## src/sv/gsts_pkg.sv

```systemverilog
`default_nettype none
package gsts_pkg;
  localparam int CORDIC_ITERATIONS_DEF = 16;
  localparam int PI_Q13 = 25736;
  localparam int HALF_PI_Q13 = 12868;
  localparam int INV_GAIN_Q16 = 39796;
  localparam int XW = 36;
  localparam int ZW = 18;

  localparam logic [1:0] CFG_SPEED = 2'd0;
  localparam logic [1:0] CFG_MAX_TURN = 2'd1;
  localparam logic [1:0] CFG_TOL = 2'd2;

  typedef enum logic [3:0] {
    ST_IDLE, ST_VPRE, ST_VITER, ST_VMUL, ST_VFIN, ST_TURN, ST_RMUL, ST_RPRE,
    ST_RITER, ST_UPD, ST_OUT
  } state_t;

  typedef struct packed {
    logic load;
    logic set_goal;
    logic vpre;
    logic viter;
    logic vmul;
    logic vfin;
    logic turn;
    logic rmul;
    logic rpre;
    logic riter;
    logic upd;
  } cmd_t;

  typedef struct packed {
    logic req_goal;
    logic armed;
    logic zero_delta;
    logic reached;
    logic iter_last;
  } sts_t;

  function automatic logic signed [ZW-1:0] atan_q13(input logic [4:0] i);
    case (i)
      5'd0: atan_q13 = 18'sd6434;
      5'd1: atan_q13 = 18'sd3798;
      5'd2: atan_q13 = 18'sd2007;
      5'd3: atan_q13 = 18'sd1019;
      5'd4: atan_q13 = 18'sd511;
      5'd5: atan_q13 = 18'sd256;
      5'd6: atan_q13 = 18'sd128;
      5'd7: atan_q13 = 18'sd64;
      5'd8: atan_q13 = 18'sd32;
      5'd9: atan_q13 = 18'sd16;
      5'd10: atan_q13 = 18'sd8;
      5'd11: atan_q13 = 18'sd4;
      5'd12: atan_q13 = 18'sd2;
      5'd13: atan_q13 = 18'sd1;
      default: atan_q13 = 18'sd0;
    endcase
  endfunction
endpackage
`default_nettype wire

```

## src/sv/gsts_if.sv

```systemverilog
`default_nettype none
interface gsts_in_if;
  logic valid;
  logic ready;
  logic req_type;
  logic signed [31:0] goal_x;
  logic signed [31:0] goal_y;
  modport source(output valid, req_type, goal_x, goal_y, input ready);
  modport sink(input valid, req_type, goal_x, goal_y, output ready);
endinterface

interface gsts_out_if;
  logic valid;
  logic ready;
  logic signed [31:0] pos_x;
  logic signed [31:0] pos_y;
  logic signed [15:0] heading;
  logic [39:0] distance_travelled;
  logic goal_active;
  logic goal_reached;
  modport source(output valid, pos_x, pos_y, heading, distance_travelled, goal_active,
                 goal_reached, input ready);
  modport sink(input valid, pos_x, pos_y, heading, distance_travelled, goal_active,
               goal_reached, output ready);
endinterface
`default_nettype wire

```

## src/sv/gsts_ctrl.sv

```systemverilog
`default_nettype none
module gsts_ctrl import gsts_pkg::*; (
  input  wire logic clk,
  input  wire logic rst_n,
  input  wire logic in_fire,
  input  wire logic out_ready,
  input  wire sts_t sts,
  output logic in_ready,
  output logic out_valid,
  output cmd_t cmd
);
  state_t state_r, state_nxt;

  always_ff @(posedge clk) begin
    if (!rst_n) state_r <= ST_IDLE;
    else state_r <= state_nxt;
  end

  always_comb begin
    state_nxt = state_r;
    cmd = '0;
    in_ready = 1'b0;
    out_valid = 1'b0;
    unique case (state_r)
      ST_IDLE: begin
        in_ready = 1'b1;
        if (in_fire) begin
          cmd.load = 1'b1;
          state_nxt = ST_VPRE;
        end
      end
      ST_VPRE: begin
        if (sts.req_goal) begin
          cmd.set_goal = 1'b1;
          state_nxt = ST_OUT;
        end else if (!sts.armed) begin
          state_nxt = ST_OUT;
        end else begin
          cmd.vpre = 1'b1;
          state_nxt = sts.zero_delta ? ST_VFIN : ST_VITER;
        end
      end
      ST_VITER: begin
        cmd.viter = 1'b1;
        if (sts.iter_last) state_nxt = ST_VMUL;
      end
      ST_VMUL: begin
        cmd.vmul = 1'b1;
        state_nxt = ST_VFIN;
      end
      ST_VFIN: begin
        cmd.vfin = 1'b1;
        state_nxt = ST_TURN;
      end
      ST_TURN: begin
        cmd.turn = 1'b1;
        state_nxt = sts.reached ? ST_OUT : ST_RMUL;
      end
      ST_RMUL: begin
        cmd.rmul = 1'b1;
        state_nxt = ST_RPRE;
      end
      ST_RPRE: begin
        cmd.rpre = 1'b1;
        state_nxt = ST_RITER;
      end
      ST_RITER: begin
        cmd.riter = 1'b1;
        if (sts.iter_last) state_nxt = ST_UPD;
      end
      ST_UPD: begin
        cmd.upd = 1'b1;
        state_nxt = ST_OUT;
      end
      ST_OUT: begin
        out_valid = 1'b1;
        if (out_ready) state_nxt = ST_IDLE;
      end
      default: state_nxt = ST_IDLE;
    endcase
  end

`ifndef SYNTHESIS
  a_ready_idle: assert property (@(posedge clk) disable iff (!rst_n)
    in_ready |-> !out_valid) else $error("ready while result pending");
  a_load_idle: assert property (@(posedge clk) disable iff (!rst_n)
    in_fire |=> state_r == ST_VPRE) else $error("accept did not start work");
  a_out_hold: assert property (@(posedge clk) disable iff (!rst_n)
    out_valid && !out_ready |=> out_valid) else $error("result dropped");
`endif
endmodule
`default_nettype wire

```

## src/sv/gsts_dp.sv

```systemverilog
`default_nettype none
module gsts_dp import gsts_pkg::*; #(
  parameter int CORDIC_ITERATIONS = CORDIC_ITERATIONS_DEF
) (
  input  wire logic clk,
  input  wire logic rst_n,
  input  wire cmd_t cmd,
  output sts_t sts,
  input  wire logic in_req_type,
  input  wire logic signed [31:0] in_goal_x,
  input  wire logic signed [31:0] in_goal_y,
  input  wire logic cfg_we,
  input  wire logic [1:0] cfg_index,
  input  wire logic [20:0] cfg_wdata,
  output logic signed [31:0] pos_x,
  output logic signed [31:0] pos_y,
  output logic signed [15:0] heading,
  output logic [39:0] odo,
  output logic armed,
  output logic reached
);
  localparam int NI = (CORDIC_ITERATIONS > 32) ? 32 : CORDIC_ITERATIONS;
  localparam logic [4:0] LAST = 5'(NI - 1);

  logic [20:0] speed_r, tol_r;
  logic [14:0] mt_r;
  logic signed [31:0] rx_r, ry_r, tx_r, ty_r, gx_r, gy_r;
  logic signed [15:0] hd_r;
  logic [39:0] odo_r;
  logic armed_r, reached_r, req_r;
  logic signed [XW-1:0] x_r, y_r;
  logic signed [ZW-1:0] z_r;
  logic [4:0] it_r;
  logic neg_r;
  logic [33:0] dist_r;
  logic [20:0] stp_r;
  logic [52:0] prod_r;

  logic signed [32:0] dx, dy;
  logic signed [XW-1:0] xs, ys;
  logic signed [ZW-1:0] at;
  logic dir;
  logic signed [ZW-1:0] zc, diff, mts;
  logic signed [16:0] nh;
  logic signed [33:0] sx, sy;

  assign dx = 33'(tx_r) - 33'(rx_r);
  assign dy = 33'(ty_r) - 33'(ry_r);
  assign xs = x_r >>> it_r;
  assign ys = y_r >>> it_r;
  assign at = atan_q13(it_r);
  assign dir = cmd.viter ? !y_r[XW-1] : !z_r[ZW-1];
  assign zc = (z_r > ZW'(PI_Q13)) ? ZW'(PI_Q13) :
              (z_r < -ZW'(PI_Q13)) ? -ZW'(PI_Q13) : z_r;
  assign mts = ZW'({1'b0, mt_r});
  always_comb begin
    diff = z_r - ZW'(hd_r);
    if (diff > mts) diff = mts;
    if (diff < -mts) diff = -mts;
  end
  assign nh = 17'(hd_r) + 17'(diff);
  assign sx = 34'(rx_r) + 34'(x_r);
  assign sy = 34'(ry_r) + 34'(y_r);

  assign sts.req_goal = req_r;
  assign sts.armed = armed_r;
  assign sts.zero_delta = (dx == '0) && (dy == '0);
  assign sts.reached = dist_r < 34'(tol_r);
  assign sts.iter_last = it_r == LAST;

  always_ff @(posedge clk) begin
    if (!rst_n) begin
      speed_r <= 21'd32768;
      mt_r <= 15'd819;
      tol_r <= 21'd6554;
      rx_r <= '0; ry_r <= '0; tx_r <= '0; ty_r <= '0;
      hd_r <= '0; odo_r <= '0; armed_r <= 1'b0; reached_r <= 1'b0;
    end else begin
      if (cfg_we) begin
        unique case (cfg_index)
          CFG_SPEED: speed_r <= cfg_wdata;
          CFG_MAX_TURN: mt_r <= cfg_wdata[14:0];
          CFG_TOL: tol_r <= cfg_wdata;
          default: ;
        endcase
      end
      if (cmd.load) reached_r <= 1'b0;
      if (cmd.set_goal) begin
        tx_r <= gx_r; ty_r <= gy_r; armed_r <= 1'b1;
      end
      if (cmd.turn) begin
        if (sts.reached) begin
          armed_r <= 1'b0; reached_r <= 1'b1;
        end else hd_r <= nh[15:0];
      end
      if (cmd.upd) begin
        rx_r <= (sx > 34'sd2147483647) ? 32'sh7FFFFFFF :
                (sx < -34'sd2147483648) ? 32'sh80000000 : sx[31:0];
        ry_r <= (sy > 34'sd2147483647) ? 32'sh7FFFFFFF :
                (sy < -34'sd2147483648) ? 32'sh80000000 : sy[31:0];
        odo_r <= ({1'b0, odo_r} + 41'(stp_r) > 41'h0FFFFFFFFFF) ? 40'hFFFFFFFFFF :
                 odo_r + 40'(stp_r);
      end
    end
  end

  always_ff @(posedge clk) begin
    if (cmd.load) begin
      req_r <= in_req_type; gx_r <= in_goal_x; gy_r <= in_goal_y;
    end
    if (cmd.vpre) begin
      it_r <= '0;
      if (sts.zero_delta) begin
        dist_r <= '0; z_r <= '0;
      end else if (dx[32]) begin
        x_r <= -XW'(dx); y_r <= -XW'(dy);
        z_r <= dy[32] ? -ZW'(PI_Q13) : ZW'(PI_Q13);
      end else begin
        x_r <= XW'(dx); y_r <= XW'(dy); z_r <= '0;
      end
    end
    if (cmd.viter || cmd.riter) begin
      it_r <= it_r + 5'd1;
      if (cmd.viter) begin
        if (dir) begin
          x_r <= x_r + ys; y_r <= y_r - xs; z_r <= z_r + at;
        end else begin
          x_r <= x_r - ys; y_r <= y_r + xs; z_r <= z_r - at;
        end
      end else begin
        if (dir) begin
          x_r <= x_r - ys; y_r <= y_r + xs; z_r <= z_r - at;
        end else begin
          x_r <= x_r + ys; y_r <= y_r - xs; z_r <= z_r + at;
        end
      end
    end
    if (cmd.vmul) begin
      prod_r <= 53'(x_r[XW-1] ? 36'd0 : x_r) * 53'(INV_GAIN_Q16) + 53'd32768;
    end
    if (cmd.vfin) begin
      if (!sts.zero_delta) dist_r <= 34'(prod_r >> 16);
      z_r <= sts.zero_delta ? '0 : zc;
    end
    if (cmd.turn) begin
      stp_r <= (34'(speed_r) < dist_r) ? speed_r : dist_r[20:0];
      z_r <= ZW'(nh);
    end
    if (cmd.rmul) prod_r <= 53'(stp_r) * 53'(INV_GAIN_Q16) + 53'd32768;
    if (cmd.rpre) begin
      x_r <= XW'(prod_r >> 16); y_r <= '0; it_r <= '0;
      if (z_r > ZW'(HALF_PI_Q13)) begin
        z_r <= z_r - ZW'(PI_Q13); neg_r <= 1'b1;
      end else if (z_r < -ZW'(HALF_PI_Q13)) begin
        z_r <= z_r + ZW'(PI_Q13); neg_r <= 1'b1;
      end else neg_r <= 1'b0;
    end
    if (cmd.riter && sts.iter_last && neg_r) begin
      if (dir) begin
        x_r <= -(x_r - ys); y_r <= -(y_r + xs);
      end else begin
        x_r <= -(x_r + ys); y_r <= -(y_r - xs);
      end
    end
  end

  assign pos_x = rx_r;
  assign pos_y = ry_r;
  assign heading = hd_r;
  assign odo = odo_r;
  assign armed = armed_r;
  assign reached = reached_r;

`ifndef SYNTHESIS
  a_reach_clears: assert property (@(posedge clk) disable iff (!rst_n)
    reached_r |-> !armed_r) else $error("reached while armed");
  a_turn_bound: assert property (@(posedge clk) disable iff (!rst_n)
    cmd.turn && !sts.reached |=>
    $signed(hd_r - $past(hd_r)) <= $signed({1'b0, $past(mt_r)}) &&
    $signed($past(hd_r) - hd_r) <= $signed({1'b0, $past(mt_r)}))
    else $error("turn exceeds limit");
  a_step_bound: assert property (@(posedge clk) disable iff (!rst_n)
    cmd.upd |-> stp_r <= speed_r) else $error("step above speed");
`endif
endmodule
`default_nettype wire

```

## src/sv/goal_seek_turn_limited_step.sv

```systemverilog
// Path: a set-goal or idle step goes straight to the result; a moving step runs vectoring,
// the turn and rotation first. Ready returns in the cycle after the result is taken.
// Throughput: one word at a time; the shared CORDIC iterates once per cycle, vectoring
// then rotation, and sets the rate.
// Reset (rst_n low, synchronous): pose, goal and odometer clear, goal disarmed,
// registers return to speed 32768, max_turn 819, tolerance 6554.
`default_nettype none
module goal_seek_turn_limited_step import gsts_pkg::*; #(
  parameter int CORDIC_ITERATIONS = CORDIC_ITERATIONS_DEF
) (
  input  wire logic clk,
  input  wire logic rst_n,
  gsts_in_if.sink in_ch,
  gsts_out_if.source out_ch,
  input  wire logic cfg_we,
  input  wire logic [1:0] cfg_index,
  input  wire logic [20:0] cfg_wdata
);
  cmd_t cmd;
  sts_t sts;
  logic in_ready, out_valid;

  assign in_ch.ready = in_ready;
  assign out_ch.valid = out_valid;

  gsts_ctrl u_ctrl (
    .clk, .rst_n, .in_fire(in_ch.valid && in_ready), .out_ready(out_ch.ready),
    .sts, .in_ready, .out_valid, .cmd
  );

  gsts_dp #(.CORDIC_ITERATIONS(CORDIC_ITERATIONS)) u_dp (
    .clk, .rst_n, .cmd, .sts,
    .in_req_type(in_ch.req_type), .in_goal_x(in_ch.goal_x), .in_goal_y(in_ch.goal_y),
    .cfg_we, .cfg_index, .cfg_wdata,
    .pos_x(out_ch.pos_x), .pos_y(out_ch.pos_y), .heading(out_ch.heading),
    .odo(out_ch.distance_travelled), .armed(out_ch.goal_active),
    .reached(out_ch.goal_reached)
  );
endmodule
`default_nettype wire

```

## src/flat_wrapper.sv

```systemverilog
// flat-port wrapper written by rule: the top's interface ports become plain ports
module goal_seek_turn_limited_step_flat import gsts_pkg::*;
#(
  parameter int CORDIC_ITERATIONS = CORDIC_ITERATIONS_DEF
)
  (clk, rst_n, cfg_we, cfg_index, cfg_wdata, in_ch_valid, in_ch_req_type, in_ch_goal_x, in_ch_goal_y, in_ch_ready, out_ch_valid, out_ch_pos_x, out_ch_pos_y, out_ch_heading, out_ch_distance_travelled, out_ch_goal_active, out_ch_goal_reached, out_ch_ready);
  gsts_in_if in_ch_i ();
  gsts_out_if out_ch_i ();
  input  wire logic clk;
  input  wire logic rst_n;
  input  wire logic cfg_we;
  input  wire logic [1:0] cfg_index;
  input  wire logic [20:0] cfg_wdata;
  input wire logic [$bits(in_ch_i.valid)-1:0] in_ch_valid;
  input wire logic [$bits(in_ch_i.req_type)-1:0] in_ch_req_type;
  input wire logic [$bits(in_ch_i.goal_x)-1:0] in_ch_goal_x;
  input wire logic [$bits(in_ch_i.goal_y)-1:0] in_ch_goal_y;
  output wire logic [$bits(in_ch_i.ready)-1:0] in_ch_ready;
  output wire logic [$bits(out_ch_i.valid)-1:0] out_ch_valid;
  output wire logic [$bits(out_ch_i.pos_x)-1:0] out_ch_pos_x;
  output wire logic [$bits(out_ch_i.pos_y)-1:0] out_ch_pos_y;
  output wire logic [$bits(out_ch_i.heading)-1:0] out_ch_heading;
  output wire logic [$bits(out_ch_i.distance_travelled)-1:0] out_ch_distance_travelled;
  output wire logic [$bits(out_ch_i.goal_active)-1:0] out_ch_goal_active;
  output wire logic [$bits(out_ch_i.goal_reached)-1:0] out_ch_goal_reached;
  input wire logic [$bits(out_ch_i.ready)-1:0] out_ch_ready;
  assign in_ch_i.valid = in_ch_valid;
  assign in_ch_i.req_type = in_ch_req_type;
  assign in_ch_i.goal_x = in_ch_goal_x;
  assign in_ch_i.goal_y = in_ch_goal_y;
  assign in_ch_ready = in_ch_i.ready;
  assign out_ch_valid = out_ch_i.valid;
  assign out_ch_pos_x = out_ch_i.pos_x;
  assign out_ch_pos_y = out_ch_i.pos_y;
  assign out_ch_heading = out_ch_i.heading;
  assign out_ch_distance_travelled = out_ch_i.distance_travelled;
  assign out_ch_goal_active = out_ch_i.goal_active;
  assign out_ch_goal_reached = out_ch_i.goal_reached;
  assign out_ch_i.ready = out_ch_ready;
  goal_seek_turn_limited_step #(.CORDIC_ITERATIONS(CORDIC_ITERATIONS)) u_core (.clk(clk), .rst_n(rst_n), .in_ch(in_ch_i), .out_ch(out_ch_i), .cfg_we(cfg_we), .cfg_index(cfg_index), .cfg_wdata(cfg_wdata));
endmodule
```

## config.mk

```make
export PLATFORM = sky130hd
export DESIGN_NAME = goal_seek_turn_limited_step_flat
export DESIGN_NICKNAME = d
export VERILOG_FILES = /design/src/sv/gsts_pkg.sv /design/src/sv/gsts_if.sv /design/src/sv/gsts_ctrl.sv /design/src/sv/gsts_dp.sv /design/src/sv/goal_seek_turn_limited_step.sv /design/src/flat_wrapper.sv
export SDC_FILE = /design/constraint.sdc
export NUM_CORES = 2
export LEC_CHECK = 0
export ABC_AREA = 0
export BUFFER_PORTS_ARGS = -buffer_cell sky130_fd_sc_hd__buf_2
export CAP_MARGIN = 20
export CORE_UTILIZATION = 40
export DETAILED_ROUTE_END_ITERATION = 12
export SLEW_MARGIN = 20
export SYNTH_ARGS = -nofsm -noshare
export SYNTH_HDL_FRONTEND = slang
export SYNTH_SLANG_ARGS = --single-unit
```

## constraint.sdc

```tcl
create_clock -name clk -period 11.89 [get_ports clk]
set_input_delay 0.5945 -clock clk [delete_from_list [all_inputs] [get_ports clk]]
set_output_delay 0.5945 -clock clk [all_outputs]
set_load 0.01 [all_outputs]
```

==> metrics.md <==
| Metric | Value |
|---|---|
| Status | complete, no violations |
| Post-Synthesis Cells | 8646 |
| FF+latch count, synth | 512 |
| Startpoint types | flop |
| Cts repair resizes | 0 |
| DRT iter0 DRCs | 5811 |
| Ys async rst share | 0% |
| Yosys cell types | 110 |
| Setup_tns | 0 ps |
| Largest net degree at the start of global routing | 81 |
| GRT Total Usage | 28.8% |
| Syn Std Cell Area | 0.0694 mm2 |
| Fill cell count | 17500 |
| Max frequency | 94.0 MHz |
| Worst path required time | 12500 ps |
| Number of global-route vias before repair | 61700 |
| H-tree Lvls | 3 |
| Max-Cap Viols | 0 |
| Hold Crit Start | in_ch_goal_x[18] |
| CTS root buf | clkbuf_16 |
| DR WL/cell | 23.5 um |
| Critical Path Slowest Stage Cell | nor4_1 |
| First-pass GRT wire length | 388 mm |
| Hold Path Cell Cnt | 1 |
| FF-to-FF path depth | 41 |
| Synthesis warning total | 0 |
| Worst Path Max Fanout | 34 |
| Drt drc | 0 |
| Global placer's final weighted congestion | 1.00 |
| Clk_lat worst skew | 740 ps |
| Nets | 9848 |
| Antenna Nets Post-Route | 0 |
| Die width | 419 um |
| Area added between synthesis and finish | 7.95% |
| Clock Skews | 61.1 ps |
| CTS tree | built |
| Final WS setup | 1250 ps |
| Crit path top cell by count | a21oi_1 |
| IO Port Bufs | 216 |
| RSZ-0062 raised after global routing | no |
| Starting Density | 40.4% |
| Worst EP arrival | 11260 ps |
| Setup Fix Bufs, Post-CTS | 0 |
| Number of buffers created by CTS | 70 |
| Max-slew violations | 0 |
| CP endpoint kind | flop |
| Crit path kind | flop to flop |
| Drt first pass iters | 6 |
| Initial antenna violation count | 32 |
| Slew HR | 20.5% |
| Avg Cell Area, Syn | 8.03 um2 |
| Post-synth EDFFs | 198 |
| Rows | 152 |
| Crit Reg-Reg Endpoint | u_core.u_dp.z_r[16] |
| Share of layout cells above drive strength 1 | 7.62% |
| Final setup fails | 0 |
| Period utilisation layout | 89.5% |
| Clk slew on worst S/H paths | 60 ps |
| Slew @ Worst Pin | 1180 ps |
| Die area | 0.175 mm2 |
| Min cycle time layout | 10640 ps |
| Endpoints failing hold | 0 |
| Critical path origin | u_core.u_dp.z_r[1] |
| Worst min path class | primary input to flop |
| Synthesized Nets | 9866 |
| Min-Delay Endpoint | u_core.u_dp.gx_r[18] |
| Hpwl dp | 206 mm |
| Grt total ovfl | 0 |
| Flop-to-flop setup slack | 1250 ps |
| Ys flop type | dfxtp_1 |
| Dpl ws | 1320 ps |
| Via count | 65300 |
| Core area | 0.172 mm2 |
| Clk buf depth | 3 |
| Slowest stage delay, CP | 720 ps |
| R2R Path Start | u_core.u_dp.z_r[1] |
| Sink Count | 512 |
| Die H | 419 um |
| Sequential share of the synthesized area | 17.6% |
| Ports | 217 |
| Mean number of vias per cell | 5.94 |
| Hold_buf cts | 0 |
| Final WL | 258 mm |
stage by stage:
| stage | cell area (um2) | hold slack [ps] | util (%) | cells |
|---|---|---|---|---|
| final | 74900 | 56.6 | 43.6 | 11000 |
| after global routing | 74900 | 42.4 | 43.6 | 11000 |
| after CTS | 74900 | 10.5 | 43.5 | 11000 |
| after detailed placement | 72700 | 448 | 42.3 | 10900 |
| after global placement | 72600 | 441 | 42.3 | 10900 |
| after floorplan | 69400 | 431 | - | 8646 |
synth_stat cells (25+ instances only):
library cell | instances | area share (%)
a211oi_1 | 105 | 1.1
nor3_1 | 197 | 1.4
o221ai_1 | 30 | 0.38
a211o_1 | 29 | 0.37
buf_1 | 32 | 0.17
a221o_1 | 26 | 0.37
nand4_1 | 80 | 0.72
o211ai_1 | 106 | 1.1
dfxtp_1 | 314 | 9.1
nand2b_1 | 85 | 0.77
mux2_2 | 62 | 1.0
o22ai_1 | 49 | 0.44
xor2_1 | 187 | 2.4
o21bai_1 | 43 | 0.47
mux2i_1 | 155 | 2.2
o21ai_0 | 439 | 3.2
nor2b_1 | 117 | 1.1
a311oi_1 | 25 | 0.32
and3_1 | 86 | 0.78
a221oi_1 | 78 | 0.98
ha_1 | 768 | 14
nor4_1 | 63 | 0.57
nand3_1 | 213 | 1.5
xnor2_1 | 356 | 4.5
mux4_2 | 32 | 1.0
or3_1 | 74 | 0.67
a21oi_1 | 642 | 4.6
nand2_1 | 844 | 4.6
inv_1 | 905 | 4.9
edfxtp_1 | 198 | 8.6
o21a_1 | 113 | 1.2
or2_2 | 47 | 0.42
a21o_1 | 178 | 1.9
fa_1 | 359 | 10
a31oi_1 | 84 | 0.76
and2_1 | 47 | 0.42
nor2_1 | 605 | 3.3
o31ai_1 | 63 | 0.68
or4_1 | 32 | 0.35
clkbuf_1 | 332 | 1.8
worst max path at each step:
stage                               end  slack (ps)  depth (start not counted)
floorplan           u_core.u_dp.z_r[16]        2400                         52
global placement    u_core.u_dp.z_r[16]        1350                         47
detailed placement  u_core.u_dp.z_r[16]        1320                         41
CTS                 u_core.u_dp.z_r[16]        1280                         47
global route        u_core.u_dp.z_r[16]         160                         45
finish              u_core.u_dp.z_r[16]        1250                         41
logic make-up after synthesis:
group | count (synthesis) | share of synthesized area [%]
buffers and inverters | 1303 | 7.11
adder cells (fa/ha/maj) | 1128 | 24.2
XOR/XNOR | 544 | 6.88
AO/OA/AOI/OAI | 2287 | 21.6
flip-flops | 512 | 17.6
AND/OR/NAND/NOR | 2623 | 18.3
multiplexers | 249 | 4.28
flip-flops by register name (all words and copies together), names as in the netlist, 4 cells and up, named ones only:
register and cells:
u_core.u_dp.mt_r 15, u_core.u_dp.pos_x 32, u_core.u_dp.speed_r 21, u_core.u_dp.dist_r 34, u_core.u_dp.ty_r 32, u_core.u_dp.heading 16, u_core.u_dp.gy_r 32, u_core.u_dp.odo 40
u_core.u_dp.prod_r 36, u_core.u_dp.tol_r 21, u_core.u_ctrl.state_r 4, u_core.u_dp.stp_r 21, u_core.u_dp.z_r 18, u_core.u_dp.pos_y 32, u_core.u_dp.gx_r 32, u_core.u_dp.tx_r 32
u_core.u_dp.it_r 5, u_core.u_dp.y_r 36, u_core.u_dp.x_r 36
metal layers:
metal / vias up / global-route usage, % / part of all wire [%]
met5: - / 0 / 0.053
met4: 20 / 9.54 / 3.6
met3: 423 / 5.70 / 8.4
met2: 2403 / 43.2 / 42
met1: 31700 / 41.1 / 46
li1: 30700 / - / -
worst max-delay path, delay by kind of cell, from the launching register on:
kind                       cells  cell delay [ps]
AOI/OAI and AO/OA             23             5930
xor gates and xnor gates       2              420
adders and majority gates      5             1340
buffers and inverters          2              390
DFF                            1              630
muxes                          1              370
and+or+nand+nor                8             1460
layout by cell type (no fill, tap or decap), drive strengths merged, types with 26 or more instances in the layout:
master and instances:
mux2 62, o31ai 63, nand3 213, nand4 80, a21o 178, and3 86, o211ai 106, nor3 200
nor2b 118, or2 48, nor2 605, nor4 67, or4 32, ha 768, fa 359, nand2b 85
o221ai 32, inv 920, xor2 187, a211o 29, or3 74, dfxtp 314, o21a 113, a211oi 106
a221o 26, mux2i 155, a21oi 643, xnor2 356, and2 47, a2111oi 28, a221oi 78, clkbuf 89
mux4 32, o21ai 453, a31oi 84, nand2 845, edfxtp 198, o21bai 43, buf 300, o22ai 49
layout make-up:
type	count	area (um2)	area share [%]
Multi-Input combinational cell	6831	52400	70.0
Clock buffer	89	1880	2.51
Tap cell	2310	2890	3.86
Sequential cell	512	12200	16.3
Clock inverter	37	304	0.406
Antenna cell	10	25.0	0.0334
Inverter	913	3430	4.58
Timing Repair Buffer	300	1710	2.28
Power is left out: the tool's default activity adds up to more than one toggle a clock period on the data nets, which glitch-free logic cannot reach.
